## src/hw/rtl/nnfb_pkg.sv

```systemverilog
// Shared types, constants and helpers for the nearest-neighbor flip blitter.
// No dependencies; imported by every module of the block.
package nnfb_pkg;

  localparam int SIZE_BITS          = 13;
  localparam int ORIGIN_BITS        = 12;
  localparam int BPP_BITS           = 3;
  localparam int ADDR_BITS          = 26;
  localparam int XY_BITS            = 13;
  localparam int COLOR_BITS         = 8;
  localparam int WORD_BITS          = 32;
  localparam int DIV_BITS           = 14;
  localparam int COORD_BITS_DEFAULT = 12;
  localparam int SIZE_MAX           = 4096;
  localparam int RED_SHIFT          = 16;
  localparam int GREEN_SHIFT        = 8;
  localparam int BLUE_SHIFT         = 0;
  localparam int QUEUE_DEPTH        = 2;
  localparam int CFG_ADDR_BITS      = 5;
  localparam int CFG_DATA_BITS      = 32;

  localparam logic REQ_PIXEL = 1'b1;
  localparam logic [BPP_BITS-1:0] BPP_24 = 3'd3;

  typedef enum logic [2:0] {
    REG_SRC_WIDTH  = 3'd0,
    REG_SRC_HEIGHT = 3'd1,
    REG_DST_WIDTH  = 3'd2,
    REG_DST_HEIGHT = 3'd3,
    REG_ORIGIN_X   = 3'd4,
    REG_ORIGIN_Y   = 3'd5,
    REG_BPP        = 3'd6
  } cfg_reg_t;

  typedef struct packed {
    logic                  req_type;
    logic [WORD_BITS-1:0]  pixel_word;
  } req_t;

  typedef struct packed {
    logic                   read_valid;
    logic [ADDR_BITS-1:0]   read_addr;
    logic                   write_valid;
    logic [XY_BITS-1:0]     write_x;
    logic [XY_BITS-1:0]     write_y;
    logic [COLOR_BITS-1:0]  red;
    logic [COLOR_BITS-1:0]  green;
    logic [COLOR_BITS-1:0]  blue;
    logic                   frame_done;
  } rsp_t;

  typedef struct packed {
    logic [SIZE_BITS-1:0]   src_width;
    logic [SIZE_BITS-1:0]   src_height;
    logic [SIZE_BITS-1:0]   dst_width;
    logic [SIZE_BITS-1:0]   dst_height;
    logic [ORIGIN_BITS-1:0] origin_x;
    logic [ORIGIN_BITS-1:0] origin_y;
    logic [BPP_BITS-1:0]    pixel_bytes;
  } cfg_t;

  typedef enum logic {
    CMD_START = 1'b0,
    CMD_PIXEL = 1'b1
  } cmd_kind_t;

  typedef struct packed {
    cmd_kind_t             kind;
    logic [WORD_BITS-1:0]  word;
  } cmd_t;

  typedef struct packed {
    logic                  start;
    logic [DIV_BITS-1:0]   dividend;
    logic [SIZE_BITS-1:0]  divisor;
  } div_req_t;

  typedef struct packed {
    logic                  done;
    logic [DIV_BITS-1:0]   quotient;
    logic [SIZE_BITS-1:0]  remainder;
  } div_rsp_t;

  // Zero acts as one, anything above the maximum acts as the maximum.
  function automatic logic [SIZE_BITS-1:0] size_of(input logic [SIZE_BITS-1:0] v);
    logic [SIZE_BITS-1:0] r;
    if (v == '0) begin
      r = SIZE_BITS'(1);
    end else if (v > SIZE_BITS'(SIZE_MAX)) begin
      r = SIZE_BITS'(SIZE_MAX);
    end else begin
      r = v;
    end
    return r;
  endfunction

endpackage

```

## src/hw/rtl/nnfb_front.sv

```systemverilog
// Front end: accepts request transfers, classifies them and queues them.
// Depends on nnfb_pkg.
module nnfb_front (
  input  logic           clk,
  input  logic           rst,
  input  logic           push,
  output logic           full,
  input  nnfb_pkg::req_t request,
  output logic           cmd_valid,
  input  logic           cmd_pop,
  output nnfb_pkg::cmd_t cmd
);
  import nnfb_pkg::*;

  localparam int PTR_BITS = (QUEUE_DEPTH > 1) ? $clog2(QUEUE_DEPTH) : 1;
  localparam int CNT_BITS = $clog2(QUEUE_DEPTH + 1);

  cmd_t                entries [QUEUE_DEPTH];
  logic [PTR_BITS-1:0] wr_ptr;
  logic [PTR_BITS-1:0] rd_ptr;
  logic [CNT_BITS-1:0] count;
  logic                do_push;
  logic                do_pop;
  cmd_t                cmd_in;

  assign full      = (count == CNT_BITS'(QUEUE_DEPTH));
  assign cmd_valid = (count != '0);
  assign do_push   = push && !full;
  assign do_pop    = cmd_pop && cmd_valid;
  assign cmd       = entries[rd_ptr];

  always_comb begin
    cmd_in.kind = (request.req_type == REQ_PIXEL) ? CMD_PIXEL : CMD_START;
    cmd_in.word = request.pixel_word;
  end

  always_ff @(posedge clk) begin
    if (do_push) begin
      entries[wr_ptr] <= cmd_in;
    end
  end

  always_ff @(posedge clk) begin
    if (rst) begin
      wr_ptr <= '0;
      rd_ptr <= '0;
      count  <= '0;
    end else begin
      if (do_push) begin
        wr_ptr <= (wr_ptr == PTR_BITS'(QUEUE_DEPTH - 1)) ? '0 : wr_ptr + 1'b1;
      end
      if (do_pop) begin
        rd_ptr <= (rd_ptr == PTR_BITS'(QUEUE_DEPTH - 1)) ? '0 : rd_ptr + 1'b1;
      end
      if (do_push && !do_pop) begin
        count <= count + 1'b1;
      end else if (do_pop && !do_push) begin
        count <= count - 1'b1;
      end
    end
  end

  a_count_bound: assert property (@(posedge clk) disable iff (rst)
    count <= CNT_BITS'(QUEUE_DEPTH))
    else $error("front queue count overflow");

  a_no_pop_empty: assert property (@(posedge clk) disable iff (rst)
    cmd_pop |-> cmd_valid)
    else $error("back end popped an empty queue");

endmodule

```

## src/hw/rtl/nnfb_div.sv

```systemverilog
// Iterative restoring divider, one quotient bit per cycle.
// Depends on nnfb_pkg; shared by the column, row and rounding steps.
module nnfb_div (
  input  logic               clk,
  input  logic               rst,
  input  nnfb_pkg::div_req_t req,
  output nnfb_pkg::div_rsp_t rsp
);
  import nnfb_pkg::*;

  localparam int CNT_BITS = $clog2(DIV_BITS);

  logic                 active;
  logic                 done;
  logic [CNT_BITS-1:0]  cnt;
  logic [DIV_BITS-1:0]  quo;
  logic [SIZE_BITS-1:0] rem;
  logic [SIZE_BITS-1:0] dvs;
  logic [SIZE_BITS:0]   partial;
  logic [SIZE_BITS:0]   diff;
  logic                 ge;

  assign partial = {rem, quo[DIV_BITS-1]};
  assign diff    = partial - {1'b0, dvs};
  assign ge      = !diff[SIZE_BITS];

  always_ff @(posedge clk) begin
    if (req.start && !active) begin
      quo <= req.dividend;
      rem <= '0;
      dvs <= req.divisor;
    end else if (active) begin
      rem <= ge ? diff[SIZE_BITS-1:0] : partial[SIZE_BITS-1:0];
      quo <= {quo[DIV_BITS-2:0], ge};
    end
  end

  always_ff @(posedge clk) begin
    if (rst) begin
      active <= 1'b0;
      done   <= 1'b0;
      cnt    <= '0;
    end else begin
      done <= 1'b0;
      if (req.start && !active) begin
        active <= 1'b1;
        cnt    <= CNT_BITS'(DIV_BITS - 1);
      end else if (active) begin
        if (cnt == '0) begin
          active <= 1'b0;
          done   <= 1'b1;
        end else begin
          cnt <= cnt - 1'b1;
        end
      end
    end
  end

  assign rsp.done      = done;
  assign rsp.quotient  = quo;
  assign rsp.remainder = rem;

  a_start_idle: assert property (@(posedge clk) disable iff (rst)
    req.start |-> !active)
    else $error("divider started while busy");

  a_done_after_run: assert property (@(posedge clk) disable iff (rst)
    done |-> $past(active) && !active)
    else $error("divider done without a run");

endmodule

```

## src/hw/rtl/nnfb_back.sv

```systemverilog
// Back end: destination walker, source address generation and result register.
// Depends on nnfb_pkg and nnfb_div.
module nnfb_back #(
  parameter int COORD_BITS = nnfb_pkg::COORD_BITS_DEFAULT
) (
  input  logic           clk,
  input  logic           rst,
  input  nnfb_pkg::cfg_t cfg,
  input  logic           cmd_valid,
  output logic           cmd_pop,
  input  nnfb_pkg::cmd_t cmd,
  output logic           empty,
  input  logic           pop,
  output nnfb_pkg::rsp_t result
);
  import nnfb_pkg::*;

  localparam int CW        = (COORD_BITS > SIZE_BITS) ? COORD_BITS : SIZE_BITS;
  localparam int QW        = (COORD_BITS > DIV_BITS) ? COORD_BITS : DIV_BITS;
  localparam int SY_BITS   = SIZE_BITS - 1;
  localparam int PROD_BITS = SY_BITS + SIZE_BITS;
  localparam int SUM_BITS  = ((PROD_BITS > COORD_BITS) ? PROD_BITS : COORD_BITS) + 1;

  typedef enum logic [4:0] {
    S_IDLE = 5'b00001,
    S_STEP = 5'b00010,
    S_CEIL = 5'b00100,
    S_MUL  = 5'b01000,
    S_ADDR = 5'b10000
  } back_state_t;

  back_state_t           state;
  logic                  busy;
  logic                  step_row;
  logic [COORD_BITS-1:0] dest_col;
  logic [COORD_BITS-1:0] dest_row;
  logic [COORD_BITS-1:0] source_col;
  logic [SIZE_BITS-1:0]  row_step_count;
  logic [SIZE_BITS-1:0]  col_remainder;
  logic [SIZE_BITS-1:0]  row_remainder;
  logic [SY_BITS-1:0]    sy;
  logic [PROD_BITS-1:0]  prod;
  rsp_t                  pend;
  rsp_t                  out_data;
  logic                  out_valid;

  div_req_t              div_req;
  div_rsp_t              div_rsp;

  logic [SIZE_BITS-1:0]  sw, sh, dw, dh;
  logic                  col_end, row_end, last;
  logic                  bpp3;
  logic [CW:0]           x_sum, y_sum;
  rsp_t                  wr_fields;
  rsp_t                  done_fields;
  rsp_t                  emit_fields;
  logic [SIZE_BITS-1:0]  rr_next;
  logic [DIV_BITS-1:0]   ceil_rows;
  logic [DIV_BITS-1:0]   sh_m1;
  logic [SY_BITS-1:0]    sy_next;
  logic [SUM_BITS-1:0]   addr_sum;
  logic [ADDR_BITS-1:0]  addr_base;
  logic [ADDR_BITS-1:0]  addr;

  nnfb_div u_div (
    .clk (clk),
    .rst (rst),
    .req (div_req),
    .rsp (div_rsp)
  );

  always_comb begin
    sw      = size_of(cfg.src_width);
    sh      = size_of(cfg.src_height);
    dw      = size_of(cfg.dst_width);
    dh      = size_of(cfg.dst_height);
    bpp3    = (cfg.pixel_bytes == BPP_24);
    col_end = CW'(dest_col) >= CW'(dw - 1'b1);
    row_end = CW'(dest_row) >= CW'(dh - 1'b1);
    last    = col_end && row_end;

    x_sum = (CW+1)'(cfg.origin_x) + (CW+1)'(dest_col);
    y_sum = (CW+1)'(cfg.origin_y) + (CW+1)'(dest_row);
    wr_fields             = '0;
    wr_fields.write_valid = 1'b1;
    wr_fields.write_x     = x_sum[XY_BITS-1:0];
    wr_fields.write_y     = y_sum[XY_BITS-1:0];
    wr_fields.red         = cmd.word[RED_SHIFT +: COLOR_BITS];
    wr_fields.green       = cmd.word[GREEN_SHIFT +: COLOR_BITS];
    wr_fields.blue        = cmd.word[BLUE_SHIFT +: COLOR_BITS];

    done_fields            = wr_fields;
    done_fields.frame_done = 1'b1;

    // ceil(row*sh/dh) from the row accumulator, then flip to bottom-up, clamped at 0
    rr_next   = step_row ? div_rsp.remainder : row_remainder;
    ceil_rows = DIV_BITS'(row_step_count) + DIV_BITS'(div_rsp.remainder != '0);
    sh_m1     = DIV_BITS'(sh - 1'b1);
    sy_next   = (ceil_rows >= sh_m1) ? '0 : SY_BITS'(sh_m1 - ceil_rows);

    addr_sum  = SUM_BITS'(prod) + SUM_BITS'(source_col);
    addr_base = addr_sum[ADDR_BITS-1:0];
    addr      = bpp3 ? ({addr_base[ADDR_BITS-2:0], 1'b0} + addr_base)
                     : {addr_base[ADDR_BITS-3:0], 2'b00};

    emit_fields            = pend;
    emit_fields.read_valid = 1'b1;
    emit_fields.read_addr  = addr;
  end

  always_comb begin
    cmd_pop          = 1'b0;
    div_req.start    = 1'b0;
    div_req.dividend = '0;
    div_req.divisor  = dh;
    unique case (state)
      S_IDLE: begin
        if (cmd_valid && !out_valid) begin
          cmd_pop = 1'b1;
          if (cmd.kind == CMD_START) begin
            div_req.start = 1'b1;
          end else if (busy && !last) begin
            div_req.start = 1'b1;
            if (col_end) begin
              div_req.dividend = DIV_BITS'(row_remainder) + DIV_BITS'(sh);
            end else begin
              div_req.dividend = DIV_BITS'(col_remainder) + DIV_BITS'(sw);
              div_req.divisor  = dw;
            end
          end
        end
      end
      S_STEP: begin
        if (div_rsp.done) begin
          div_req.start    = 1'b1;
          div_req.dividend = DIV_BITS'(rr_next);
        end
      end
      S_CEIL, S_MUL, S_ADDR: begin
      end
      default: begin
      end
    endcase
  end

  always_ff @(posedge clk) begin
    if (rst) begin
      state          <= S_IDLE;
      busy           <= 1'b0;
      step_row       <= 1'b0;
      out_valid      <= 1'b0;
      dest_col       <= '0;
      dest_row       <= '0;
      source_col     <= '0;
      row_step_count <= '0;
      col_remainder  <= '0;
      row_remainder  <= '0;
    end else begin
      if (pop && out_valid) begin
        out_valid <= 1'b0;
      end
      unique case (state)
        S_IDLE: begin
          if (cmd_valid && !out_valid) begin
            if (cmd.kind == CMD_START) begin
              dest_col       <= '0;
              dest_row       <= '0;
              source_col     <= '0;
              row_step_count <= '0;
              col_remainder  <= '0;
              row_remainder  <= '0;
              busy           <= 1'b1;
              step_row       <= 1'b0;
              pend           <= '0;
              state          <= S_CEIL;
            end else if (!busy) begin
              out_data  <= '0;
              out_valid <= 1'b1;
            end else if (last) begin
              out_data       <= done_fields;
              out_valid      <= 1'b1;
              busy           <= 1'b0;
              dest_col       <= '0;
              dest_row       <= '0;
              source_col     <= '0;
              row_step_count <= '0;
              col_remainder  <= '0;
              row_remainder  <= '0;
            end else begin
              pend     <= wr_fields;
              step_row <= col_end;
              state    <= S_STEP;
            end
          end
        end
        S_STEP: begin
          if (div_rsp.done) begin
            if (step_row) begin
              dest_col       <= '0;
              source_col     <= '0;
              col_remainder  <= '0;
              dest_row       <= dest_row + 1'b1;
              row_step_count <= SIZE_BITS'(DIV_BITS'(row_step_count) + div_rsp.quotient);
              row_remainder  <= div_rsp.remainder;
            end else begin
              dest_col      <= dest_col + 1'b1;
              source_col    <= COORD_BITS'(QW'(source_col) + QW'(div_rsp.quotient));
              col_remainder <= div_rsp.remainder;
            end
            state <= S_CEIL;
          end
        end
        S_CEIL: begin
          if (div_rsp.done) begin
            sy    <= sy_next;
            state <= S_MUL;
          end
        end
        S_MUL: begin
          prod  <= PROD_BITS'(sy) * PROD_BITS'(sw);
          state <= S_ADDR;
        end
        S_ADDR: begin
          out_data  <= emit_fields;
          out_valid <= 1'b1;
          state     <= S_IDLE;
        end
        default: begin
          state <= S_IDLE;
        end
      endcase
    end
  end

  assign empty  = !out_valid;
  assign result = out_data;

  a_emit_into_free: assert property (@(posedge clk) disable iff (rst)
    (state == S_ADDR) |-> !out_valid)
    else $error("result register overwritten");

  a_done_has_write: assert property (@(posedge clk) disable iff (rst)
    (out_valid && out_data.frame_done) |-> (out_data.write_valid && !out_data.read_valid))
    else $error("frame end without its write");

endmodule

```

## src/hw/rtl/nearest_neighbor_flip_blitter_unit.sv

```systemverilog
// Nearest-neighbor scaling blitter with bottom-up source rows.
// Requests go in through a queue-style push/full port: req_type 0 starts a
// frame, req_type 1 hands over the source word fetched at the last issued
// read_addr. Each request produces exactly one result, taken from the
// empty/pop side: a read address for the next source pixel, a destination
// write (origin plus destination coordinates, red/green/blue), or both.
// frame_done marks the write of the last destination pixel; a pixel word
// while no frame runs yields an all-zero result.
// A start runs the shared one-bit-per-cycle divider once, for the rounding of
// the source row; a pixel runs it for the column or row step and again for
// the rounding. The last pixel of a frame and a pixel word while idle are
// answered without the divider. One item is in work at a time; a two-entry
// request queue keeps taking transfers meanwhile.
// When the receiver stalls the finished result holds and the walker waits.
// Reset clears the walker, the request queue and the registers (sizes 1,
// origins 0, 4 bytes per pixel). The user must write registers over the APB
// port between items only; the block itself does not enforce this.
// Depends on nnfb_pkg, nnfb_front, nnfb_back.
module nearest_neighbor_flip_blitter_unit #(
  parameter int COORD_BITS = nnfb_pkg::COORD_BITS_DEFAULT
) (
  input  logic                               clk,
  input  logic                               rst,
  input  logic                               push,
  output logic                               full,
  input  nnfb_pkg::req_t                     request,
  output logic                               empty,
  input  logic                               pop,
  output nnfb_pkg::rsp_t                     result,
  input  logic                               psel,
  input  logic                               penable,
  input  logic                               pwrite,
  input  logic [nnfb_pkg::CFG_ADDR_BITS-1:0] paddr,
  input  logic [nnfb_pkg::CFG_DATA_BITS-1:0] pwdata,
  output logic [nnfb_pkg::CFG_DATA_BITS-1:0] prdata,
  output logic                               pready
);
  import nnfb_pkg::*;

  cfg_t     cfg;
  cfg_reg_t reg_idx;
  logic     cfg_write;
  logic     cmd_valid;
  logic     cmd_pop;
  cmd_t     cmd;

  assign pready    = 1'b1;
  assign reg_idx   = cfg_reg_t'(paddr[CFG_ADDR_BITS-1:2]);
  assign cfg_write = psel && penable && pwrite && pready;

  always_ff @(posedge clk) begin
    if (rst) begin
      cfg.src_width   <= SIZE_BITS'(1);
      cfg.src_height  <= SIZE_BITS'(1);
      cfg.dst_width   <= SIZE_BITS'(1);
      cfg.dst_height  <= SIZE_BITS'(1);
      cfg.origin_x    <= '0;
      cfg.origin_y    <= '0;
      cfg.pixel_bytes <= BPP_BITS'(4);
    end else if (cfg_write) begin
      unique case (reg_idx)
        REG_SRC_WIDTH:  cfg.src_width   <= pwdata[SIZE_BITS-1:0];
        REG_SRC_HEIGHT: cfg.src_height  <= pwdata[SIZE_BITS-1:0];
        REG_DST_WIDTH:  cfg.dst_width   <= pwdata[SIZE_BITS-1:0];
        REG_DST_HEIGHT: cfg.dst_height  <= pwdata[SIZE_BITS-1:0];
        REG_ORIGIN_X:   cfg.origin_x    <= pwdata[ORIGIN_BITS-1:0];
        REG_ORIGIN_Y:   cfg.origin_y    <= pwdata[ORIGIN_BITS-1:0];
        REG_BPP:        cfg.pixel_bytes <= pwdata[BPP_BITS-1:0];
        default: begin
        end
      endcase
    end
  end

  always_comb begin
    unique case (reg_idx)
      REG_SRC_WIDTH:  prdata = CFG_DATA_BITS'(cfg.src_width);
      REG_SRC_HEIGHT: prdata = CFG_DATA_BITS'(cfg.src_height);
      REG_DST_WIDTH:  prdata = CFG_DATA_BITS'(cfg.dst_width);
      REG_DST_HEIGHT: prdata = CFG_DATA_BITS'(cfg.dst_height);
      REG_ORIGIN_X:   prdata = CFG_DATA_BITS'(cfg.origin_x);
      REG_ORIGIN_Y:   prdata = CFG_DATA_BITS'(cfg.origin_y);
      REG_BPP:        prdata = CFG_DATA_BITS'(cfg.pixel_bytes);
      default:        prdata = '0;
    endcase
  end

  nnfb_front u_front (
    .clk       (clk),
    .rst       (rst),
    .push      (push),
    .full      (full),
    .request   (request),
    .cmd_valid (cmd_valid),
    .cmd_pop   (cmd_pop),
    .cmd       (cmd)
  );

  nnfb_back #(
    .COORD_BITS (COORD_BITS)
  ) u_back (
    .clk       (clk),
    .rst       (rst),
    .cfg       (cfg),
    .cmd_valid (cmd_valid),
    .cmd_pop   (cmd_pop),
    .cmd       (cmd),
    .empty     (empty),
    .pop       (pop),
    .result    (result)
  );

endmodule
```

## config.mk

```make
export PLATFORM = sky130hd
export DESIGN_NAME = nearest_neighbor_flip_blitter_unit
export DESIGN_NICKNAME = d
export VERILOG_FILES = /design/src/hw/rtl/nnfb_pkg.sv /design/src/hw/rtl/nnfb_front.sv /design/src/hw/rtl/nnfb_div.sv /design/src/hw/rtl/nnfb_back.sv /design/src/hw/rtl/nearest_neighbor_flip_blitter_unit.sv
export SDC_FILE = /design/constraint.sdc
export NUM_CORES = 1
export LEC_CHECK = 0
export BUFFER_PORTS_ARGS = -buffer_cell sky130_fd_sc_hd__buf_2
export CAP_MARGIN = 20
export CELL_PAD_IN_SITES_DETAIL_PLACEMENT = 1
export CELL_PAD_IN_SITES_GLOBAL_PLACEMENT = 1
export CORE_MARGIN = 2
export CORE_UTILIZATION = 50
export CTS_BUF_LIST = sky130_fd_sc_hd__clkbuf_4
export CTS_CLUSTER_SIZE = 20
export DETAILED_ROUTE_END_ITERATION = 10
export MAX_ROUTING_LAYER = met4
export PLACE_DENSITY_LB_ADDON = 0.1
export SLEW_MARGIN = 20
export SYNTH_ARGS = -nofsm -noshare
export SYNTH_HDL_FRONTEND = slang
export SYNTH_SLANG_ARGS = --single-unit
```

## constraint.sdc

```tcl
create_clock -name clk -period 9.15 [get_ports clk]
set_input_delay 1.83 -clock clk [delete_from_list [all_inputs] [get_ports clk]]
set_output_delay 1.83 -clock clk [all_outputs]
set_load 0.1 [all_outputs]
```

# ---- Word-level counts from Yosys, hierarchy flattened
# Memories as Yosys holds them, arrays and structs flattened. A register that Yosys moved wholly into a read port is not among the register bits.
# Index checks and enable logic that the tools add are counted.
dict set report classes {
  addsub 21
  mul 1
  n_lt_le_gt_ge 7
  eq_ne 25
  n_mux 92
  bitwise 3
  reduce_logical 50
}
# operator n
set ops {}
lappend ops {{$mux 79} 4}
lappend ops {{$mux 13} 21}
lappend ops {{$pmux 79 s2} 1}
lappend ops {{$mux 12} 10}
lappend ops {{$mux 52} 2}
lappend ops {{$pmux 13 s7} 1}
lappend ops {{$pmux 13 s2} 3}
lappend ops {{$pmux 12 s2} 3}
lappend ops {{$mux 28} 2}
lappend ops {{$gt 13x13->1 const B} 4}
lappend ops {{$logic_not 13->1} 4}
lappend ops {{$mux 14} 3}
lappend ops {{$mux 5} 6}
lappend ops {{$pmux 15 s2} 1}
lappend ops {{$add 13x13->14} 2}
lappend ops {{$mux 27} 1}
lappend ops {{$add 12x12->13} 2}
lappend ops {{$add 25x12->26} 1}
lappend ops {{$add 26x26->26} 1}
lappend ops {{$ge 12x13->1} 2}
lappend ops {{$mux 26} 1}
lappend ops {{$sub 13x1->13 const B} 2}
lappend ops {{$mul 12x13->25} 1}
lappend ops {{$mux 1} 25}
lappend ops {{43 further kinds} 96}
dict set report word_totals {
  ff_bits 380
  ramBits 66
  in_bits 77
  output_inout_bits 114
  wordCells 245
  n_memories 1
}
# memory depth width read_ports rd_clocked_by_memory_dff write_ports line
set memory_table {}
lappend memory_table {u_front.entries 2 33 1 1 1 nnfb_front.sv:18} ;# cmd_t entries [QUEUE_DEPTH];

# ---- Depth between registers and ports, before layout
# Gate-level depths: netlist of the first run.
dict set report logic_depth {
  depth_word 15
  depth_mapped 25
  depth_no_buf 24
}

# ---- Hierarchy
# From an unflattened synthesis of the first run, not the netlist that was laid out.
dict set report hier_totals {
  cells_unflattened 3372
  area_unflattened_um2 32040.7
}
# module n_inst cells_per_inst area_each_um2 seq_area_each_um2
set modules_own_cells {}
lappend modules_own_cells {nnfb_back 1 2573 22864.4 6676.4}
lappend modules_own_cells {nearest_neighbor_flip_blitter_unit 1 398 4010.1 1581.5}
lappend modules_own_cells {nnfb_front 1 128 2593.7 2082.0}
lappend modules_own_cells {nnfb_div 1 273 2572.5 1191.1}

# ---- Least setup slack after synthesis of the first run
# Ideal clock, no wire load.
dict set report synth_path {
  path_kind {input to output}
  start {input paddr[4] (netlist name)}
  end {output prdata[1] (netlist name)}
  t_arrival_ps 4949
  t_required_ps 7320
  path_slack_ps 2371
  cell_stages 5
  n_path_buf 2
  cell_sequence {clkbuf_1 -> clkbuf_1 -> nor2b_1 -> a21oi_1 -> o21ai_0}
}
dict set report synth_between {
  elab_chain_cells 2
  elab_cells_between_ends 8
  classes_between {eq/ne (6); mux (1); reduce/logical (1)}
}
# element line
set synth_lines {}
lappend synth_lines {{from (decl)} nearest_neighbor_flip_blitter_unit.sv:33} ;# input logic [nnfb_pkg::CFG_ADDR_BITS-1:0] paddr,
lappend synth_lines {{$eq 3x3->1, or another cell as far along} nearest_neighbor_flip_blitter_unit.sv:76} ;# unique case (reg_idx)
lappend synth_lines {{$pmux 13 s7 *} nearest_neighbor_flip_blitter_unit.sv:76}
lappend synth_lines {{to (decl)} nearest_neighbor_flip_blitter_unit.sv:35} ;# output logic [nnfb_pkg::CFG_DATA_BITS-1:0] prdata,
# Every way passes the cells marked *; elsewhere a longest branch is shown, timed or not.

# ---- Final worst setup path of the first run
dict set report layout_path {
  start {register cfg[78] (netlist name)}
  end {register u_back.prod[24], data pin}
}
dict set report layout_between {
  elab_chain_cells 4
  elab_cells_between_ends 5
  classes_between {mul (1); order compare (1); mux (2); reduce/logical (1)}
}
# element line
set layout_lines {}
lappend layout_lines {{$gt 13x13->1} nnfb_pkg.sv:89} ;# end else if (v > SIZE_BITS'(SIZE_MAX)) begin
lappend layout_lines {{$mux 13} nnfb_pkg.sv:89}
lappend layout_lines {{$mux 13 *} nnfb_pkg.sv:87} ;# if (v == '0) begin
lappend layout_lines {{$mul 12x13->25 *} nnfb_back.sv:220} ;# prod <= PROD_BITS'(sy) * PROD_BITS'(sw);
lappend layout_lines {{to (signal assigned)} nnfb_back.sv:220}
lappend layout_lines {{to (decl)} nnfb_back.sv:42} ;# logic [PROD_BITS-1:0] prod;
# Marks and branches as above.
# A chain may end at the register's enable or synchronous reset.

==> summary.txt, run 1 <==
Clock network
  • Hold Buf Count CTS: 0
  • Post-cts resize count: 0
  • Clock-pin slew on the worst setup and hold paths: 70 ps
  • Clk_lat worst skew: 940 ps
  • TritonCTS clock tree: built
  • CTS Buffer Depth: 3
  • Root buffer selected by CTS: clkbuf_4
  • Postcts setup bufs: 0
  • Clock buffer count from CTS: 116
  • CTS HTree Levels: 3
  • Num Clock Sinks: 430

Yosys
  • Cell taking the most area after synthesis: edfxtp_1
  • Cell Area, Synth: approximately 30000 sq um
  • Fraction of registers with async set/reset: 0%
  • YS warnings: 0
  • Post-synth top flop: edfxtp_1
  • Unique masters post-synth: 83
  • Sequential cell area fraction in the yosys report: 36.2%
  • Post-synth top area share: around a quarter
  • Number of flops mapped to enable cells by yosys: 244
  • Seq cells post-synth: 430
  • Ranking of synthesized cells by area: edfxtp_1, dfxtp_1, ha_1
  • Post-Syn Area per Cell: 9.26 sq um
  • Mapped Cells: 3295

Cells and area
  • Most frequent cells in the layout: nand2_1, nor2_1, inv_1, edfxtp_1, ha_1
  • Fin nets: 3888
  • Multi-input logic area: between 15000 and 20000 sq um
  • Leading cell type in the layout, fill and taps excluded: nand2_1
  • Area Growth Syn to Fin: 9.98%
  • Fillcell total: 6964
  • Fin util: 55.6%
  • Reg area: 11100 sq um
  • Layout cells sized above 1: about an eighth

Power and ir drop
  • Tot Pwr: 6.64 mW
  • Power Density: just under 200 nW/um^2
  • VDD IR max: 0.140 mV
  • Leakage: 14.3 nW

STA
  • Max-slew violations: 0
  • Least-Margin Pin Slew: ~1100 ps
  • Worst slew margin: 24.6%
  • Period Utilization, post-route: roughly two thirds
  • Setup TNS: 0 ps
  • RSZ-0062 raised after global routing: false
  • Fmax: 161 MHz
  • Clock skew: 92.1 ps
  • Final setup violation count: 0
  • Final hold violations: 0
  • Final min period: between 6000 and 7000 ps

Worst setup path
  • Critical Path AT: 6880 ps
  • Most common cell on crit path: fa_1
  • Crit start category: register
  • Reg2reg setup slack: 2930 ps
  • Worst Path Buf+Inv: 5
  • CP peak stage delay: 580 ps
  • Critical path class: reg -> reg
  • CP Max Fanout: 27
  • Worst-path cell chain: buf_4 > nor2b_1 > buf_4 > nand2_1 > fa_1 > inv_1 > fa_1 > fa_1 > fa_1 > inv_1 > fa_1 > inv_1 > ha_1 > a21o_1 > a31oi_1 > o21ai_0 > a21oi_1 > o21ai_0 > o21ai_0 > o2111ai_1 > a21oi_1 > xnor2_1
  • Slowest-stage cell, CP: fa_1
  • CP Capture Type: register
  • Top delay family on crit path: adder cells
  • Worst Path Required: 9810 ps

Drt
  • Detailed router's first-iteration violation count: around 1600
  • Drt first pass iters: 7
  • Routed len/inst: 22.7 microns
  • Routed via count: 25400
  • Post-route ant nets: 0
  • DR vias/cell: 5.86
  • # DRC: 0
  • Detailed-route wire length: ~98 mm

Global route
  • Vias in the first global route: roughly 27000
  • Largest net degree at the start of global routing: 93
  • GR Layer Usage met1: 38.8%
  • Gr busiest metal: met2
  • Congestion Overflow GR: 0
  • Gr usage total: approximately a third
  • Met2 usage: between 50% and 60%
  • Number of antenna violations at the first check in global routing: 7
  • Met3 usage: 5.38%
  • First-pass GRT wire length: 151 mm

Floorplanning
  • Ports: ~190
  • DIE AREA: 63000 sq um
  • Die height: 251 microns
  • Row count: 90
  • Core Area: between 60000 and 70000 sq um
  • Initial Util: 50.5%
  • Die X: 251 microns

Placed design
  • Port bufs: 141
  • Detail Placement HPWL: 73.1 mm
  • Routability cong.: a little over 0.9

Run
  • Maxcap violations: 0

Min path
  • Hold Crit Class: reg -> reg

Outcome
  • Status: complete, no violations
[registers in the layout, indices dropped and copies added (netlist names), 13 cells and up, named ones only]
name and cells:
cfg 79, u_back.col_remainder 13, u_back.emit_fields 51, u_back.prod 25
u_back.result 79, u_back.row_remainder 13, u_back.row_step_count 13, u_back.u_div.dvs 13
u_back.u_div.quo 14, u_back.u_div.rem 13, u_front.entries 50
[worst min-delay path, cell delays in order (launching register included)]
cell and delay, ps:
dfxtp_1 330, nand2_1 60, a21oi_1 50
[final cells by class]
class,count,share of cell area (%)
Clock buffer,181,4.05
Multi-Input combinational cell,2469,53.3
Sequential cell,430,32.9
Tap cell,782,2.92
Inverter,252,2.82
Antenna cell,7,0.0522
Timing Repair Buffer,179,3.03
Clock inverter,37,0.854
[synthesized netlist by cell type (8+ instances only)]
master,n
a211oi_1,25
a21boi_0,9
a21o_1,39
a21oi_1,219
a22o_1,22
a22oi_1,28
a31oi_1,22
a32oi_1,12
and2_1,106
and3_1,39
buf_1,9
buf_4,23
clkbuf_1,120
dfxtp_1,186
edfxtp_1,244
fa_1,120
ha_1,243
inv_1,251
mux2_2,37
mux2i_1,60
nand2_1,398
nand2b_1,30
nand3_1,80
nand3b_1,26
nand4_1,10
nor2_1,274
nor2b_1,52
nor3_1,73
nor4_1,21
o2111ai_1,10
o211ai_1,8
o21a_1,28
o21ai_0,119
o21bai_1,19
o22ai_1,15
o31ai_1,9
o41ai_1,9
or2_2,10
or3_1,13
xnor2_1,112
xor2_1,60
[stage by stage]
step,hold slack [ps],setup slack [ps],std cells,cell area [sq um]
final,492,2930,4337,33500
after global routing,520,2660,4337,33500
after CTS,486,2920,4329,33500
after detailed placement,485,2980,4111,31800
after global placement,478,3140,4110,31800
after floorplan,452,2370,3314,30600
[cells by family after synthesis]
| family | after synthesis | share of synthesized area (%) |
|---|---|---|
| adder cells (fa/ha/maj) | 363 | 17.8 |
| XOR/XNOR | 172 | 4.94 |
| flip-flops | 430 | 36.2 |
| other | 2 | 0.0246 |
| multiplexers | 103 | 3.78 |
| buffers and inverters | 415 | 5.54 |
| AO/OA/AOI/OAI | 654 | 13.8 |
| AND/OR/NAND/NOR | 1156 | 17.9 |
[routing by layer]
layer / routed length [microns] / up-vias
met5: 0 / -
met4: 2880 / 0
met3: 5580 / 178
met2: 48300 / 710
met1: 41600 / 12700
li1: - / 11800
[worst paths after layout]
check	startpoint	to	cells after the start
setup / recovery	cfg[78]	u_back.prod[24]	22
hold / removal	u_back.row_step_count[0]	u_back.row_step_count[0]	2
setup reg to reg	cfg[78]	u_back.prod[24]	22
hold reg to reg	u_back.row_step_count[0]	u_back.row_step_count[0]	2
[report_power, final]
part / internal (mW) / switching, mW
logic: 0.617 / 1.49
clock network: 1.02 / 0.907
registers: 2.36 / 0.243
total: 4.00 / 2.64
No activity file was read; power rests on OpenSTA's default activity.
==> inputs of run 2 (changes only) <==
Settings changed: CORE_UTILIZATION 50 to 45.
Clock period 9.15 ns to 5.4 ns, I/O delays scaled along.
==> run 2 against run 1 <==
  * The run now ends with setup timing left
  * First-iteration DRC count is 3.8% lower
  * Sequential share of layout area decreased by 1.5 points
  * Via count increased by 1.6%
  * Fmax rose by 12%
  * Sequential power increased by 68%
  * Clock power increased by 64%
  * Cell area increased by 4.9%
  * Clock skew shrank 3.2 ps
  * Die area up 11%
==> summary.txt, run 2 (same netlist as run 1, synthesis figures left out) <==
Outcome
  • Status: finished, violations left (was complete, no violations)
  • Failing checks: setup timing

Worst setup path
  • Crit start category: register (unchanged)
  • CP Max Fanout: 2 (was 27)
  • Critical path class: reg -> reg (unchanged)
  • Worst r2r path cells: 22 (unchanged)
  • Worst Path Required: 6100 ps (was 9810 ps)
  • CP Capture Type: register (unchanged)
  • Critical Path AT: 6270 ps (was 6880 ps)

Clock network
  • Clock-pin slew on the worst setup and hold paths: 70 ps (about the same)
  • CTS Buffer Depth: 3 (unchanged)
  • Root buffer selected by CTS: clkbuf_4 (unchanged)
  • Num Clock Sinks: 430 (unchanged)
  • Hold Buf Count CTS: 0 (unchanged)
  • CTS HTree Levels: 3 (unchanged)
  • TritonCTS clock tree: built (unchanged)
  • Clock buffer count from CTS: 120 (was 116)
  • Clk_lat worst skew: 960 ps (was 940 ps)

Global route
  • Congestion Overflow GR: 0 (unchanged)
  • Number of antenna violations at the first check in global routing: 8 (was 7)
  • Largest net degree at the start of global routing: 84 (was 93)
  • Vias in the first global route: 27500 (was 26800)
  • First-pass GRT wire length: 154 mm (was 151 mm)
  • Gr usage total: 28.9% (was 31.7%)

Placed design
  • Routability cong.: 0.924 (was 0.911)
  • Detail Placement HPWL: 75.5 mm (was 73.1 mm)
  • Port bufs: 141 (unchanged)

STA
  • Max-slew violations: 0 (unchanged)
  • RSZ-0062 raised after global routing: true (was false)
  • Final hold violations: 0 (unchanged)
  • Worst slew margin: 29.7% (was 24.6%)
  • Least-Margin Pin Slew: 1050 ps (was 1130 ps)
  • Fmax: 179 MHz (was 161 MHz)
  • Final min period: 5580 ps (was 6220 ps)
  • Setup TNS: -416 ps (was 0 ps)
  • Final setup violation count: 5 (was 0)
  • Clock skew: 88.9 ps (was 92.1 ps)
  • Final worst setup slack: -175 ps (was 2930 ps)
  • Period Utilization, post-route: 103% (was 68.0%)
  • Final hold slack: 308 ps (was 492 ps)

Cells and area
  • Most frequent cells in the layout: nand2_1, nor2_1, inv_1, edfxtp_1, ha_1 (unchanged)
  • Fin nets: 4044 (was 3888)
  • Fin util: 52.4% (was 55.6%)
  • Fillcell total: 7839 (was 6964)
  • Area Growth Syn to Fin: 15.4% (was 9.98%)
  • Reg area: 11100 sq um (about the same)
  • Multi-input logic area: 18200 sq um (was 17900 sq um)
  • Layout cells sized above 1: 17.9% (was 13.0%)
  • Leading cell type in the layout, fill and taps excluded: nand2_1 (unchanged)

Drt
  • Drt first pass iters: 5 (was 7)
  • Routed len/inst: 21.6 microns (was 22.7 microns)
  • Post-route ant nets: 0 (unchanged)
  • Detailed router's first-iteration violation count: 1501 (was 1560)
  • DR vias/cell: 5.63 (was 5.86)
  • Routed via count: 25800 (was 25400)
  • Detailed-route wire length: 99.1 mm (was 98.4 mm)
  • # DRC: 0 (unchanged)

Power and ir drop
  • Leakage: 15.1 nW (was 14.3 nW)
  • Power Density: 319 nW/um^2 (was 198 nW/um^2)
  • VDD IR max: 0.212 mV (was 0.140 mV)

Floorplanning
  • Ports: 191 (unchanged)
  • DIE AREA: 69900 sq um (was 63000 sq um)
  • Core Area: 67200 sq um (was 60400 sq um)
  • Die height: 264 microns (was 251 microns)
  • Die X: 264 microns (was 251 microns)
  • Row count: 95 (was 90)
  • Initial Util: 45.4% (was 50.5%)

Min path
  • Hold Crit Class: in -> reg (was reg -> reg)
  • Hold path depth: 1 (was 2)

Run
  • Maxcap violations: 0 (unchanged)
-- run 2: what timing repair did --
action / CTS / global route
gates resized for setup: 22 / 60
pin swaps: 14 / 25
setup endpoints to repair: 7 / 70
setup buffers: 5 / 10
cloned: 0 / 1
-- run 2: worst paths after layout --
check	start	end	slack (ps)
setup / recovery	cfg[77]	u_back.prod[23]	-180
hold / removal	request[11]	u_front.entries[0][11]	310
setup reg to reg	cfg[77]	u_back.prod[23]	-180
hold reg to reg	u_back.row_step_count[0]	u_back.row_step_count[0]	490
-- run 2: metal layers --
| layer | wire length (microns) | global-route usage [%] | part of all wire (%) | vias to the layer above |
|---|---|---|---|---|
| met5 | 0 | - | 0 | - |
| met4 | 2630 | 9.28 | 2.7 | 0 |
| met3 | 4020 | 3.31 | 4.1 | 158 |
| met2 | 48100 | 48.0 | 49 | 556 |
| met1 | 44300 | 36.9 | 45 | 12900 |
| li1 | - | - | - | 12100 |
-- run 2: critical path, stage by stage, from the launching register on --
cell and delay, ps:
dfxtp_2 340, nor4_4 320, a31oi_4 150, nor2_4 170, nand2_2 70, fa_1 470, fa_1 520, inv_2 40
fa_1 450, fa_1 490, inv_1 50, fa_1 490, inv_2 50, ha_4 210, a21o_1 160, a31o_2 250
a31o_4 210, o311a_4 330, nor2_4 70, a211o_1 170, o21bai_1 80, a21oi_1 160, xnor2_1 80
-- run 2: per-stage QoR --
step           power, mW  std cells  worst slack, ps  instance area [sq um]
3_5_place_dp        8.04       4342             -401                  33100
6_report            11.2       4586             -175                  35200
2_1_floorplan       6.99       3314            -35.9                  30700
4_1_cts             11.3       4569             -229                  34900
3_3_place_gp        7.90       4342             -280                  33100
5_1_grt             11.8       4586             -370                  35200
-- run 2: cell type report --
cell class	instances	share of cell area, %
antenna	8	0.0569
clock buffer	173	3.69
clock inverter	50	0.932
inverter	252	2.69
multi-input combinational	2470	51.8
sequential	430	31.4
tap	873	3.10
timing repair buffer	330	6.32
-- run 2: power by group --
group | switching [mW] | internal [mW] | total (mW) | leakage [nW]
clock network | 1.56 | 1.61 | 3.17 | 0.954
registers | 0.386 | 4.00 | 4.39 | 3.79
logic | 2.54 | 1.14 | 3.68 | 10.3
total | 4.48 | 6.75 | 11.2 | 15.1
